===== config.mk =====
export PLATFORM = sky130hd
export DESIGN_NAME = crc32_patch_forger
export DESIGN_NICKNAME = d
export VERILOG_FILES = /design/src/rtl/crcpf_pkg.sv /design/src/rtl/crc32_patch_forger.sv /design/src/rtl/crcpf_accum.sv /design/src/rtl/crcpf_finish.sv /design/src/rtl/crcpf_serial.sv
export SDC_FILE = /design/constraint.sdc
export NUM_CORES = 1
export LEC_CHECK = 0
export ABC_AREA = 1
export BUFFER_PORTS_ARGS = -buffer_cell sky130_fd_sc_hd__buf_2
export CAP_MARGIN = 20
export CORE_ASPECT_RATIO = 1.5
export CORE_MARGIN = 3
export CORE_UTILIZATION = 30
export CTS_CLUSTER_SIZE = 12
export DETAILED_ROUTE_END_ITERATION = 7
export SLEW_MARGIN = 20
export SYNTH_ARGS = -nofsm -noshare
export SYNTH_HDL_FRONTEND = slang
export SYNTH_SLANG_ARGS = --single-unit

===== constraint.sdc =====
create_clock -name aclk -period 13.3 [get_ports aclk]
set_clock_uncertainty 0.05 [all_clocks]
set_input_delay 3.99 -clock aclk [delete_from_list [all_inputs] [get_ports aclk]]
set_output_delay 3.99 -clock aclk [all_outputs]
set_load 0.01 [all_outputs]

===== src/rtl/crcpf_pkg.sv =====
`timescale 1ns / 1ps
// ----------------------------------------------------------------------------
// CRC-32 patch forger package
// Shared constants, codes, request type and the byte-wide CRC steps.
// ----------------------------------------------------------------------------
package crcpf_pkg;

    localparam logic [31:0] FWD_POLY = 32'hEDB88320;
    localparam logic [31:0] BWD_POLY = 32'hDB710641;
    localparam logic [31:0] ALL_ONES = 32'hFFFFFFFF;

    localparam logic [1:0] ADDR_TARGET = 2'd0;

    localparam int PATCH_BYTES = 4;
    localparam int IDX_W       = $clog2(PATCH_BYTES);
    localparam logic [IDX_W-1:0] LAST_IDX = IDX_W'(PATCH_BYTES - 1);

    typedef enum logic [1:0] {
        KIND_PREFIX = 2'd0,
        KIND_SUFFIX = 2'd1,
        KIND_FINISH = 2'd2
    } kind_t;

    typedef struct packed {
        logic        valid;
        logic [31:0] rem;
        logic [31:0] fwd;
    } fin_req_t;

    function automatic logic [31:0] step_forward(input logic [31:0] r_in,
                                                 input logic [7:0]  b);
        logic [31:0] r;
        r = r_in ^ {24'd0, b};
        for (int k = 0; k < 8; k++) begin
            r = (r >> 1) ^ (r[0] ? FWD_POLY : 32'd0);
        end
        return r;
    endfunction

    function automatic logic [31:0] step_backward(input logic [31:0] r_in,
                                                  input logic [7:0]  b);
        logic [31:0] r;
        r = r_in;
        for (int k = 0; k < 8; k++) begin
            r = (r << 1) ^ (r[31] ? BWD_POLY : 32'd0);
        end
        return r ^ {24'd0, b};
    endfunction

endpackage


===== src/rtl/crc32_patch_forger.sv =====
`timescale 1ns / 1ps
// ----------------------------------------------------------------------------
// CRC-32 patch forger
// Finds four patch bytes that force a message's reflected CRC-32 to a target.
// ----------------------------------------------------------------------------
// Prefix and suffix bytes are taken one per cycle while s_tready is high and
// update their CRC registers in the cycle they are accepted. A finish request
// enters a four-stage pipeline, one backward byte step per stage, and its four
// patch bytes leave the output register lowest byte first, with tlast on the
// fourth, one beat per cycle while m_tready is high. A new patch is taken as the
// last byte of the previous one leaves; s_tready drops only while the pipeline
// holds a finished patch that the output register cannot yet take. target_crc
// is sampled by the first suffix byte, or by a finish if the message has none.
module crc32_patch_forger (
    input  logic        aclk,
    input  logic        aresetn,
    input  logic        s_tvalid,
    output logic        s_tready,
    input  logic [7:0]  s_tdata,   // data_byte[7:0]
    input  logic [1:0]  s_tuser,   // kind[1:0]
    output logic        m_tvalid,
    input  logic        m_tready,
    output logic [15:0] m_tdata,   // patch_byte[7:0], patch_index[9:8], zero[15:10]
    output logic        m_tlast,
    input  logic        psel,
    input  logic        penable,
    input  logic        pwrite,
    input  logic [1:0]  paddr,
    input  logic [31:0] pwdata,
    output logic [31:0] prdata,
    output logic        pready
);

    logic                target_sel;
    logic [31:0]         target_crc_reg;
    logic                accept;
    logic                advance;
    logic                fin_valid;
    logic [31:0]         fin_rem;
    logic                ser_free;
    crcpf_pkg::fin_req_t fin_req;

    assign target_sel = (paddr == crcpf_pkg::ADDR_TARGET);

    always_ff @(posedge aclk) begin
        if (!aresetn) begin
            target_crc_reg <= 32'd0;
        end else if (psel && penable && pwrite && pready && target_sel) begin
            target_crc_reg <= pwdata;
        end
    end

    assign pready = 1'b1;
    assign prdata = target_crc_reg;

    assign advance  = !fin_valid || ser_free;
    assign s_tready = advance;
    assign accept   = s_tvalid && s_tready;

    crcpf_accum u_accum (
        .aclk       (aclk),
        .aresetn    (aresetn),
        .accept     (accept),
        .kind       (s_tuser),
        .data_byte  (s_tdata),
        .target_crc (target_crc_reg),
        .fin_req    (fin_req)
    );

    crcpf_finish u_finish (
        .aclk      (aclk),
        .aresetn   (aresetn),
        .advance   (advance),
        .fin_req   (fin_req),
        .out_valid (fin_valid),
        .out_rem   (fin_rem)
    );

    crcpf_serial u_serial (
        .aclk     (aclk),
        .aresetn  (aresetn),
        .in_valid (fin_valid),
        .in_rem   (fin_rem),
        .free     (ser_free),
        .m_tvalid (m_tvalid),
        .m_tready (m_tready),
        .m_tdata  (m_tdata),
        .m_tlast  (m_tlast)
    );

endmodule


===== src/rtl/crcpf_accum.sv =====
`timescale 1ns / 1ps
// ----------------------------------------------------------------------------
// CRC-32 patch forger accumulator
// Holds the forward and backward remainders and forms finish requests.
// ----------------------------------------------------------------------------
module crcpf_accum (
    input  logic                aclk,
    input  logic                aresetn,
    input  logic                accept,
    input  logic [1:0]          kind,
    input  logic [7:0]          data_byte,
    input  logic [31:0]         target_crc,
    output crcpf_pkg::fin_req_t fin_req
);

    logic [31:0] fwd_reg, fwd_next;
    logic [31:0] bwd_reg, bwd_next;
    logic        started_reg, started_next;
    logic [31:0] bwd_start;

    assign bwd_start = started_reg ? bwd_reg : ~target_crc;

    always_comb begin
        fwd_next       = fwd_reg;
        bwd_next       = bwd_reg;
        started_next   = started_reg;
        fin_req.valid  = 1'b0;
        fin_req.rem    = bwd_start;
        fin_req.fwd    = fwd_reg;
        if (accept) begin
            unique case (crcpf_pkg::kind_t'(kind))
                crcpf_pkg::KIND_PREFIX: begin
                    fwd_next = crcpf_pkg::step_forward(fwd_reg, data_byte);
                end
                crcpf_pkg::KIND_SUFFIX: begin
                    bwd_next     = crcpf_pkg::step_backward(bwd_start, data_byte);
                    started_next = 1'b1;
                end
                crcpf_pkg::KIND_FINISH: begin
                    fin_req.valid = 1'b1;
                    fwd_next      = crcpf_pkg::ALL_ONES;
                    bwd_next      = 32'd0;
                    started_next  = 1'b0;
                end
                default: begin
                end
            endcase
        end
    end

    always_ff @(posedge aclk) begin
        if (!aresetn) begin
            fwd_reg     <= crcpf_pkg::ALL_ONES;
            bwd_reg     <= 32'd0;
            started_reg <= 1'b0;
        end else begin
            fwd_reg     <= fwd_next;
            bwd_reg     <= bwd_next;
            started_reg <= started_next;
        end
    end

endmodule


===== src/rtl/crcpf_finish.sv =====
`timescale 1ns / 1ps
// ----------------------------------------------------------------------------
// CRC-32 patch forger finish pipeline
// Runs the four forward-remainder bytes backward, one byte per stage.
// ----------------------------------------------------------------------------
module crcpf_finish (
    input  logic                aclk,
    input  logic                aresetn,
    input  logic                advance,
    input  crcpf_pkg::fin_req_t fin_req,
    output logic                out_valid,
    output logic [31:0]         out_rem
);

    localparam int STAGES = crcpf_pkg::PATCH_BYTES;

    logic [STAGES-1:0] valid_reg;
    logic [31:0]       rem_reg [STAGES];
    logic [31:0]       fwd_reg [STAGES];
    logic [31:0]       rem_next [STAGES];

    assign rem_next[0] = crcpf_pkg::step_backward(fin_req.rem, fin_req.fwd[31:24]);

    for (genvar k = 1; k < STAGES; k++) begin : g_stage
        assign rem_next[k] = crcpf_pkg::step_backward(rem_reg[k-1],
                                                      fwd_reg[k-1][8*(STAGES-1-k) +: 8]);
    end

    always_ff @(posedge aclk) begin
        if (!aresetn) begin
            valid_reg <= '0;
        end else if (advance) begin
            valid_reg <= {valid_reg[STAGES-2:0], fin_req.valid};
        end
    end

    always_ff @(posedge aclk) begin
        if (advance) begin
            rem_reg[0] <= rem_next[0];
            fwd_reg[0] <= fin_req.fwd;
            for (int k = 1; k < STAGES; k++) begin
                rem_reg[k] <= rem_next[k];
                fwd_reg[k] <= fwd_reg[k-1];
            end
        end
    end

    assign out_valid = valid_reg[STAGES-1];
    assign out_rem   = rem_reg[STAGES-1];

endmodule


===== src/rtl/crcpf_serial.sv =====
`timescale 1ns / 1ps
// ----------------------------------------------------------------------------
// CRC-32 patch forger output serializer
// Holds a finished patch and sends its four bytes lowest first.
// ----------------------------------------------------------------------------
module crcpf_serial (
    input  logic        aclk,
    input  logic        aresetn,
    input  logic        in_valid,
    input  logic [31:0] in_rem,
    output logic        free,
    output logic        m_tvalid,
    input  logic        m_tready,
    output logic [15:0] m_tdata,  // patch_byte[7:0], patch_index[9:8], zero[15:10]
    output logic        m_tlast
);

    logic                        valid_reg;
    logic [crcpf_pkg::IDX_W-1:0] idx_reg;
    logic [31:0]                 rem_reg;
    logic                        at_last;

    assign at_last = (idx_reg == crcpf_pkg::LAST_IDX);
    assign free    = !valid_reg || (m_tready && at_last);

    always_ff @(posedge aclk) begin
        if (!aresetn) begin
            valid_reg <= 1'b0;
            idx_reg   <= '0;
        end else if (in_valid && free) begin
            valid_reg <= 1'b1;
            idx_reg   <= '0;
        end else if (valid_reg && m_tready) begin
            if (at_last) begin
                valid_reg <= 1'b0;
            end else begin
                idx_reg <= idx_reg + 1'b1;
            end
        end
    end

    always_ff @(posedge aclk) begin
        if (in_valid && free) begin
            rem_reg <= in_rem;
        end
    end

    assign m_tvalid = valid_reg;
    assign m_tdata  = {6'd0, idx_reg, rem_reg[{idx_reg, 3'b000} +: 8]};
    assign m_tlast  = at_last;

endmodule


==> results.txt, run 1 <==
The first-pass GRT wire length is approximately 52000 um. The number of filler cells placed in the layout came out at ~5000. The synthesized design spends more area on one cell type than any other, namely edfxtp_1. The wire length on met3 is ~1300 um. Wires add up to 33270 um. In this run the standard cell core region covers 49920 um2. Counting the buffers created by CTS gives 31. The clock transition at the registers of the reported paths is 0.06 ns. The worst setup path is launched from an input port. Setup repair after global routing left no endpoint under its margin. The number of synthesis warnings came out at 0. The total number of vias came out at between 9000 and 10000.

The quantity of I/O buffers inserted on ports came out at 95. The area share of the leading cell type in the synthesized netlist came out at 41.01%. The buffer and inverter count on the worst path came out at 3.

The share of the Yosys chip area taken by registers is 54.67%. The post-CTS setup-driven buffer insertion count is 0. The initial antenna violation count came out at 0. The worst slew margin relative to its limit is a little under a third.

The count of flip-flops with a built-in enable after synthesis is 208. The area growth from synthesis to layout is 13.51%. The half-perimeter wire length after detailed placement is 25180 um. The number of instances resized during post-cts repair came out at 0. The tree is rooted in a clkbuf_16.

The clock drives 312 sinks. The mean area per synthesized cell came out at about 11 um2. The synthesized netlist cell count came out at around 1400. Derived from the worst setup path, the maximum achievable clock frequency is 106.8 MHz. After detailed routing, the average wire length per cell comes to approximately 15 um. The number of inserted diodes is 0. The net total in the final layout is approximately 1600. The final count of pins violating max slew came to 0. The initial cell density of the core came out at 30.51%. The period utilization came out at 70.37%. The flip-flop count of the largest register, all copies and words added is around 130. The number of buffers inserted for hold repair after clock tree synthesis is 0. The critical path is of the in -> out type. The arrival time of data at the critical path endpoint is 5.32 ns. The pin count of the biggest net entering global routing came out at 97. At the end of routability-driven placement, the weighted congestion stood at 0.8594. The highest cell delay on the worst timing path is approximately 0.38 ns. The number of nets with antenna violations after routing is 0. TritonCTS built the clock tree.

Summed over all failing endpoints, the final setup total negative slack is 0 ns. The number of iterations in the first detailed-routing pass came out at 4. In this run, distinct cell masters in the synthesized netlist total 43. STA classifies the critical path endpoint as an output pin. After detailed routing, no signal wire sits above met4. The final-report hold violation count came out at 0.

The required time at the worst-slack endpoint came out at between 9 and 10 ns. Global routing used 12.40% of the available tracks. The most common flop cell mapped by yosys is edfxtp_1. The DRC violation count after routing came out at 0. The number of max-cap violations is 0.

The sequential cell area in the final layout is between 8000 and 9000 um2. The latest clock arrival within the worst-skew pair came out at between 0.5 and 0.6 ns. The detail-routed via count per cell is between 4 and 5. The die area is 53570 um2. The synthesized design contains 312 register bits.

The largest individual stage delay along the critical path comes from the cell nor2_1. The post-route minimum period came out at 9.360 ns. The violation count after the first detailed-routing iteration came out at 423. After global routing the overflow that remains totals 0. In the post-synthesis netlist, the biggest area contributors are edfxtp_1 (41%), dfxtp_1 (14%), xor2_1 (12%). In the final routing, the length of wire on met1 measures 11600 um. The fraction of final layout cells sized beyond drive strength 1 came out at 14.74%. The run finished with clean final reports. The total number of cells along the worst setup path is 6. The detailed-routed wire length on met2 is between 15000 and 20000 um. CTS built an H-tree with a depth of 1. The multi-input combinational cell area is approximately 6300 um2.

In this run the cell area of the synthesized design comes to 15230 um2. The type of the most critical hold path is reg -> reg. The via count of the first global-routing pass is 9773. The cell row count came out at 100. The number of cells on the worst hold path came out at 0. Traced cell by cell, the critical path runs through buf_2 -> nand2_1 -> nand2_1 -> nor2_1 -> inv_6 -> buf_2. The y dimension of the die came out at 282.0 um. The worst register-to-register path has a depth of 14. The slew at the pin closest to its max-slew limit is 1.034 ns. The floorplan die width is about 190 um. No sink is reached through more buffers than the 3 on the longest clock path. For this run, asynchronously set or reset flops after synthesis account for 0%. The final setup violation count came out at 0. The cell type group with the largest total delay on the critical path is buffers and inverters. The highest net fanout along the worst path is between 90 and 100. The I/O pin count came out at 103.
[cells in the final DEF, fill, tap and decap left out, types with 9 or more instances in the layout]
| cell | netlist | layout |
|---|---|---|
| nand2_1 | 232 | 232 |
| edfxtp_1 | 208 | 208 |
| xor2_1 | 206 | 206 |
| o21ai_0 | 119 | 119 |
| dfxtp_1 | 104 | 103 |
| xnor2_1 | 102 | 102 |
| nor2_1 | 97 | 96 |
| buf_2 | 8 | 95 |
| inv_1 | 83 | 81 |
| a21oi_1 | 64 | 63 |
| clkbuf_16 | 0 | 33 |
| nand3_1 | 29 | 29 |
| nand2_2 | 20 | 20 |
| clkbuf_1 | 36 | 18 |
| xor2_2 | 12 | 12 |
| xor2_4 | 10 | 10 |
| nand2_4 | 9 | 9 |
[path summary, 6_finish.rpt]
| path | to | slack, ns | from |
|---|---|---|---|
| worst max-delay path | s_tready | 3.94 | m_tready |
| worst min-delay path | u_serial.rem_reg[31] | 0.37 | u_finish.rem_reg[3][31] |
| worst max register to register | u_accum.fwd_reg[8] | 9.22 | u_serial.idx_reg[0] |
| worst min register to register | u_serial.rem_reg[31] | 0.37 | u_finish.rem_reg[3][31] |
[cell usage after synthesis, types with 3 or more instances]
cell type,number
o22ai_1,8
inv_1,83
xnor2_1,102
nand2_4,9
edfxtp_1,208
nand3_1,29
xor2_4,10
nor2_1,97
buf_6,6
xnor2_4,4
buf_4,8
or2_1,3
o21ai_0,119
dfxtp_1,104
buf_2,8
xor2_2,12
a21oi_1,64
xor2_1,206
o21ai_4,3
ha_1,3
xnor2_2,5
nand2_1,232
o211ai_1,8
or2_2,7
or2_4,3
clkbuf_1,36
nand2_2,20
[layout make-up]
class,count,share of cell area (%)
timing repair buffer,103,3.097
sequential,312,48.17
inverter,85,1.874
multi-input combinational,963,36.47
clock inverter,4,0.3618
clock buffer,53,5.225
tap,663,4.798
[stage by stage]
stage          cell area (um2)  hold WS (ns)  utilization [%]  std cells  setup slack [ns]
2_1_floorplan            15250        0.3503                -       1420             1.562
3_3_place_gp             16320        0.3515            32.70       2126             3.938
3_5_place_dp             16320        0.3545            32.70       2126             3.897
4_1_cts                  17290        0.3682            34.63       2183             3.895
5_1_grt                  17290        0.3726            34.63       2183             3.725
6_report                 17290        0.3650            34.63       2183             3.940
[cell families after synthesis]
| group | count (synthesis) | synth area share [%] |
|---|---|---|
| muxes | 1 | 0.07392 |
| and+or+nand+nor | 407 | 11.52 |
| DFF | 312 | 54.67 |
| other | 2 | 0.04930 |
| xor gates and xnor gates | 339 | 22.06 |
| adders and majority gates | 3 | 0.2465 |
| AOI/OAI and AO/OA | 206 | 7.245 |
| buffers and inverters | 145 | 4.140 |
[worst reg2reg max path, delay by kind of cell (launching register included)]
family / cells / cell delay [ns]
DFF: 1 / 0.76
adders and majority gates: 1 / 0.29
buffers and inverters: 5 / 1.78
AOI/OAI and AO/OA: 2 / 0.39
and+or+nand+nor: 6 / 0.72
[metal layers]
layer	up-vias	GRT usage, %
li1	4772	-
met4	0	6.335
met1	4439	12.16
met5	-	0
met3	76	1.679
met2	222	24.88
Power of run 1 is not shown: default switching activity piles up to over one toggle a cycle in this logic, so the estimate is an artifact.
==> inputs of run 2 (changes only) <==
Clock period 13.3 ns to 9.4 ns, I/O delays scaled along.
==> results.txt, run 2 (synthesis gave the netlist of run 1 again) <==
The initial antenna violation count came to 1 (+1). The first-pass GRT wire length is 51520 um (-1.6%). In this run the worst setup path begins at m_tready. The met1 layer wirelength in the final routing was 11410 um (-1.6%). The wire length on met3 was 1285 um (+1.7%). The placeable core area was 49920 um2 (unchanged).

The DRC violation count after routing came out at 0 (unchanged). Setup repair after global routing left no endpoint under its margin. The post-layout instance count excluding filler cells came out at 2183 (unchanged). The worst hold path begins at u_finish.fwd_reg[0][7].

The area growth from synthesis to layout came out at 13.34%. The slew at the pin closest to its max-slew limit came out at 1.050 ns (+0.01528 ns). The final setup violation count came out at 0 (unchanged). The number of instances resized during post-cts repair is 0 (unchanged). The fraction of final layout cells sized beyond drive strength 1 came to 14.87% (+0.13 points). The area of all placed cells without fillers came out at 17260 um2 (-0.15%). The startpoint of the worst register-to-register path is u_serial.idx_reg[1].

The detailed-routed wire length on met2 is 18290 um (-1.7%). The initial cell density of the core is 30.51% (unchanged). The violation count after the first detailed-routing iteration is 437 (+3.3%). In this run the top signal layer used is met5. The highest cell delay on the worst timing path is 0.36 ns (-0.02 ns). The post-route minimum period is 6.982 ns. The flow ran to the end, and the final reports show no timing, DRC or antenna violations.

The floorplan die width came out at 190.0 um (unchanged). The period utilization came out at 74.28%. The type of the most critical hold path is reg -> reg. Traced cell by cell, the critical path runs through buf_2 -> nand2_1 -> nand2_1 -> nor2_1 -> inv_6 -> buf_2. The I/O pin count came out at 103 (unchanged). The half-perimeter wire length after detailed placement was 25060 um (-0.46%). The number of filler cells placed in the layout came out at 4960 (-0.64%). In the layout the commonest cells are nand2_1 (231), edfxtp_1 (208), xor2_1 (206), o21ai_0 (119), dfxtp_1 (103). The summed negative setup slack over all endpoints is 0 ns (unchanged). The final count of pins violating max slew is 0 (unchanged).

The maximum frequency from static timing analysis is ~140 MHz. The worst setup path is launched from an input port. The cell row count was 100 (unchanged).

The total placed instance area came out at 16330 um2 (about the same). The highest net fanout along the worst path came out at 98 (+2.1%). The number of iterations in the first detailed-routing pass is 7 (+3). The number of nets with antenna violations after routing was 0 (unchanged). The wire length per cell after detailed routing is 15.06 um (-1.2%). The clock sink count came out at 312 (unchanged).

The latest clock arrival within the worst-skew pair is 0.57 ns (about the same). The worst hold-check slack is 0.3660 ns (+0.0009330 ns). The post-CTS setup-driven buffer insertion count is 0 (unchanged). The number of buffers inserted for hold repair after clock tree synthesis came out at 0 (unchanged). The net total in the final layout came out at 1550 (unchanged).

The worst setup path is captured at an output pin. The maximum number of buffers from clock root to sink was 3 (unchanged). The path type of the worst setup path is in -> out.

The placer congestion estimate came out at 0.8669 (+0.87%). The total global routing track utilization came to 12.22% (-0.18 points). The pin count of the biggest net entering global routing is 99 (+2.1%). The slowest stage of the critical path belongs to the cell nor2_1. The level count of the clock H-tree came to 1 (unchanged). The flip-flop count of the largest register, all copies and words added was 128 (unchanged). The number of max-cap violations is 0 (unchanged). The total routed wirelength came out at 32880 um (-1.2%). The most common library cell in the layout ignoring fill and taps is nand2_1. The worst slew margin relative to its limit is 29.96% (-0.94 points). TritonCTS built the clock tree. The minimum setup slack among reg-to-reg paths is 5.48 ns (-3.74 ns). The remaining global-route overflow is 0 (unchanged). The arrival time of data at the critical path endpoint is 4.11 ns (-1.21 ns).

The y dimension of the die came out at 282.0 um (unchanged). The clock transition at the registers of the reported paths was 0.06 ns (about the same). The total clock buffers created by CTS came out at 31 (unchanged). The required time at the worst-slack endpoint is 6.53 ns (-2.73 ns). The detail-routed via count per cell is 4.308 (-1.1%).

The cell sitting at the root of the clock tree is a clkbuf_16. The final-report hold violation count is 0 (unchanged). The post-placement cell count came out at 2126 (unchanged). The number of inserted diodes is 0 (unchanged). The total number of vias is 9404 (-1.1%). The die area is 53570 um2 (unchanged). The via count of the first global-routing pass is 9550 (-2.3%). The quantity of I/O buffers inserted on ports is 95 (unchanged).
## run 2: final timing paths
check | to | cells after the start
worst max register to register | u_accum.fwd_reg[25] | 14
worst max-delay path | s_tready | 6
worst min register to register | u_finish.fwd_reg[1][7] | 0
worst min-delay path | u_finish.fwd_reg[1][7] | 0
## run 2: critical path, delay by kind of cell
kind / cells / cell delay, ns
buffers and inverters: 3 / 0.73
AND/OR/NAND/NOR: 3 / 0.55
## run 2: layout make-up
cell class	instances	area [um2]	share of cell area [%]
Multi-Input combinational cell	963	6309	36.54
Inverter	85	324.1	1.877
Clock buffer	52	894.6	5.182
Tap cell	663	829.5	4.805
Clock inverter	5	42.54	0.2464
Sequential cell	312	8329	48.25
Timing Repair Buffer	103	535.5	3.102
## run 2: stage by stage
stage / util, % / setup slack (ns)
2_1_floorplan: - / 0.001663
3_3_place_gp: 32.70 / 2.358
3_5_place_dp: 32.70 / 2.361
4_1_cts: 34.58 / 2.368
5_1_grt: 34.58 / 2.236
6_report: 34.58 / 2.418
## run 2: routing by layer
layer | vias to the layer above | global-route usage [%]
met2 | 208 | 24.26
li1 | 4764 | -
met1 | 4345 | 11.94
met5 | - | 0
met4 | 2 | 6.791
met3 | 85 | 1.716
Power of run 2 is left out for the same reason.
==> inputs of run 3 (changes only) <==
Clock period 9.4 ns to 6.7 ns, I/O delays scaled along.
==> results.txt, run 3 (synthesis gave the netlist of run 1 again) <==
The total placed instance area is 16330 um2 (about the same). The sequential cell area in the final layout came out at 8329 um2 (unchanged). The total routed wirelength is 33370 um (+1.5%).

The tightest min-delay check is of the reg -> reg type. The arrival time of data at the critical path endpoint is 3.29 ns (-0.82 ns). The die area came out at 53570 um2 (unchanged). The number of instances resized during post-cts repair was 0 (unchanged). The period utilization is 79.88%. Setup repair after global routing left no endpoint under its margin. For the finished layout, the period the worst path requires is around 5.4 ns. The clock sink count came to 312 (unchanged). The maximum number of buffers from clock root to sink came out at 3 (unchanged). The placer congestion estimate is 0.8645 (-0.28%). The multi-input combinational cell area is 6306 um2 (about the same). The maximum frequency from static timing analysis is 186.9 MHz. The clock transition at the registers of the reported paths came out at 0.06 ns (about the same). The remaining global-route overflow was 0 (unchanged). STA classifies the critical path startpoint as an input port. The number of nets with antenna violations after routing is 0 (unchanged). The I/O pin count is 103 (unchanged).

The buffer and inverter count on the worst path is 3 (unchanged). The number of iterations in the first detailed-routing pass came out at 5 (-2). The placeable core area is 49920 um2 (unchanged).

In the layout the commonest cells are nand2_1 (232), edfxtp_1 (208), xor2_1 (206), o21ai_0 (119), dfxtp_1 (103). The final-report hold violation count was 0 (unchanged). The pin count of the biggest net entering global routing is 88 (-11%). The highest cell delay on the worst timing path came out at 0.40 ns (+0.04 ns). STA classifies the critical path endpoint as an output pin. The y dimension of the die is 282.0 um (unchanged). The minimum setup slack among reg-to-reg paths is 2.96 ns (-2.52 ns). The final standard cell utilization of the core is 34.74% (+0.16 points). The initial antenna violation count came to 0 (-1). The slowest stage of the critical path is the clkinvlp_4 cell.

The clock tree from TritonCTS is yes. The final setup violation count is 0 (unchanged). The violation count after the first detailed-routing iteration is 509 (+16%). The flow ran to the end, and the final reports show no timing, DRC or antenna violations. The final count of pins violating max slew came out at 0 (unchanged). The logic depth of the worst register-to-register path came out at 14 (unchanged).

The via count of the first global-routing pass is 9585 (+0.37%). The met3 track demand over resource is 1.754% (+0.037 points). The area growth from synthesis to layout came out at 13.87%. The post-CTS setup-driven buffer insertion count was 0 (unchanged).

The latest clock arrival within the worst-skew pair was 0.52 ns (-0.05 ns). The first-pass GRT wire length is 51650 um (+0.25%). On the critical path the largest part of the delay comes from buffers and inverters. The DRC violation count after routing is 0 (unchanged).

The global-route track usage on met1 came out at 12.10% (+0.15 points). The total number of cells along the worst setup path came to 6 (unchanged). The half-perimeter wire length after detailed placement is 25190 um (+0.52%). The endpoint identified for the worst register-to-register timing path is u_accum.fwd_reg[1]. The level count of the clock H-tree is 2 (+1).

The wire length per cell after detailed routing was 15.26 um (+1.3%). The slew at the pin closest to its max-slew limit was 1.033 ns (-0.01648 ns). The net total in the final layout is 1554 (+0.26%). The summed negative setup slack over all endpoints is 0 ns (unchanged). The routing usage on met2 came to 24.55% (+0.29 points). The number of filler cells placed in the layout is 4983 (+0.46%). The highest net fanout along the worst path came out at 14 (-86%).

In this run the worst setup path terminates at s_tready. The initial cell density of the core is 30.51% (unchanged). The number of max-cap violations was 0 (unchanged). The area of all placed cells without fillers was 17350 um2 (+0.47%). The number of buffers inserted for hold repair after clock tree synthesis came out at 0 (unchanged). The total number of vias is 9501 (+1.0%).

The total clock buffers created by CTS is 34 (+9.7%). The quantity of I/O buffers inserted on ports was 95 (unchanged). The flip-flop count of the largest register, all copies and words added is 128 (unchanged).

The most critical setup path has its startpoint at m_tready. The clock tree root driver cell is clkbuf_16. The most heavily used metal layer in global routing is met2. The total global routing track utilization was 12.30% (+0.075 points). The most common library cell in the layout ignoring fill and taps is nand2_1. The required time at the worst-slack endpoint is 4.64 ns (-1.89 ns). The critical path goes through buf_2 -> nand2_1 -> nand2_1 -> nor2_1 -> clkinvlp_4 -> buf_2.

The cell row count is 100 (unchanged). The path type of the worst setup path is in -> out. The detail-routed via count per cell is 4.344 (+0.85%). The number of inserted diodes is 0 (unchanged).

The startpoint identified for the worst register-to-register timing path is u_serial.idx_reg[0]. The fraction of final layout cells sized beyond drive strength 1 came to 15.22% (+0.35 points). The worst slew margin relative to its limit is 31.13% (+1.2 points).

The floorplan die width is 190.0 um (unchanged).
-- run 3: final cells by class --
class	count	share of cell area, %
Clock buffer	48	5.266
Clock inverter	12	0.5843
Inverter	85	1.861
Multi-Input combinational cell	963	36.36
Sequential cell	312	48.02
Tap cell	663	4.783
Timing Repair Buffer	104	3.131
-- run 3: worst min-delay path by stage --
stage	to	slack, ns	cells past startpoint	startpoint
4_1_cts	u_finish.fwd_reg[1][15]	0.36	0	u_finish.fwd_reg[0][15]
2_1_floorplan	u_finish.fwd_reg[1][0]	0.35	0	u_finish.fwd_reg[0][0]
3_3_place_gp	u_serial.rem_reg[31]	0.35	0	u_finish.rem_reg[3][31]
5_1_grt	u_finish.fwd_reg[1][10]	0.37	0	u_finish.fwd_reg[0][10]
3_5_place_dp	u_finish.fwd_reg[1][5]	0.35	0	u_finish.fwd_reg[0][5]
6_report	u_finish.fwd_reg[2][4]	0.37	0	u_finish.fwd_reg[1][4]
-- run 3: per-stage QoR --
| step | cells | hold WS [ns] | setup WS, ns |
|---|---|---|---|
| after detailed placement | 2127 | 0.3545 | 1.320 |
| after global routing | 2187 | 0.3701 | 1.204 |
| after global placement | 2127 | 0.3525 | 1.395 |
| final | 2187 | 0.3666 | 1.348 |
| after CTS | 2187 | 0.3613 | 1.321 |
| after floorplan | 1420 | 0.3503 | 0.1355 |
-- run 3: worst reg2reg max path: cells and delay by family, from the launching register on --
kind / cells / cell delay, ns
AND/OR/NAND/NOR: 6 / 0.94
AO/OA/AOI/OAI: 2 / 0.42
flip-flops: 1 / 0.53
adder cells (fa/ha/maj): 1 / 0.35
buffers and inverters: 5 / 1.30
-- run 3: per-layer routing --
| layer | wire, um | up-vias |
|---|---|---|
| met2 | 18520 | 257 |
| met4 | 1681 | 0 |
| met1 | 11940 | 4398 |
| li1 | - | 4768 |
| met5 | 0 | - |
| met3 | 1231 | 78 |
Power of run 3 is left out for the same reason.
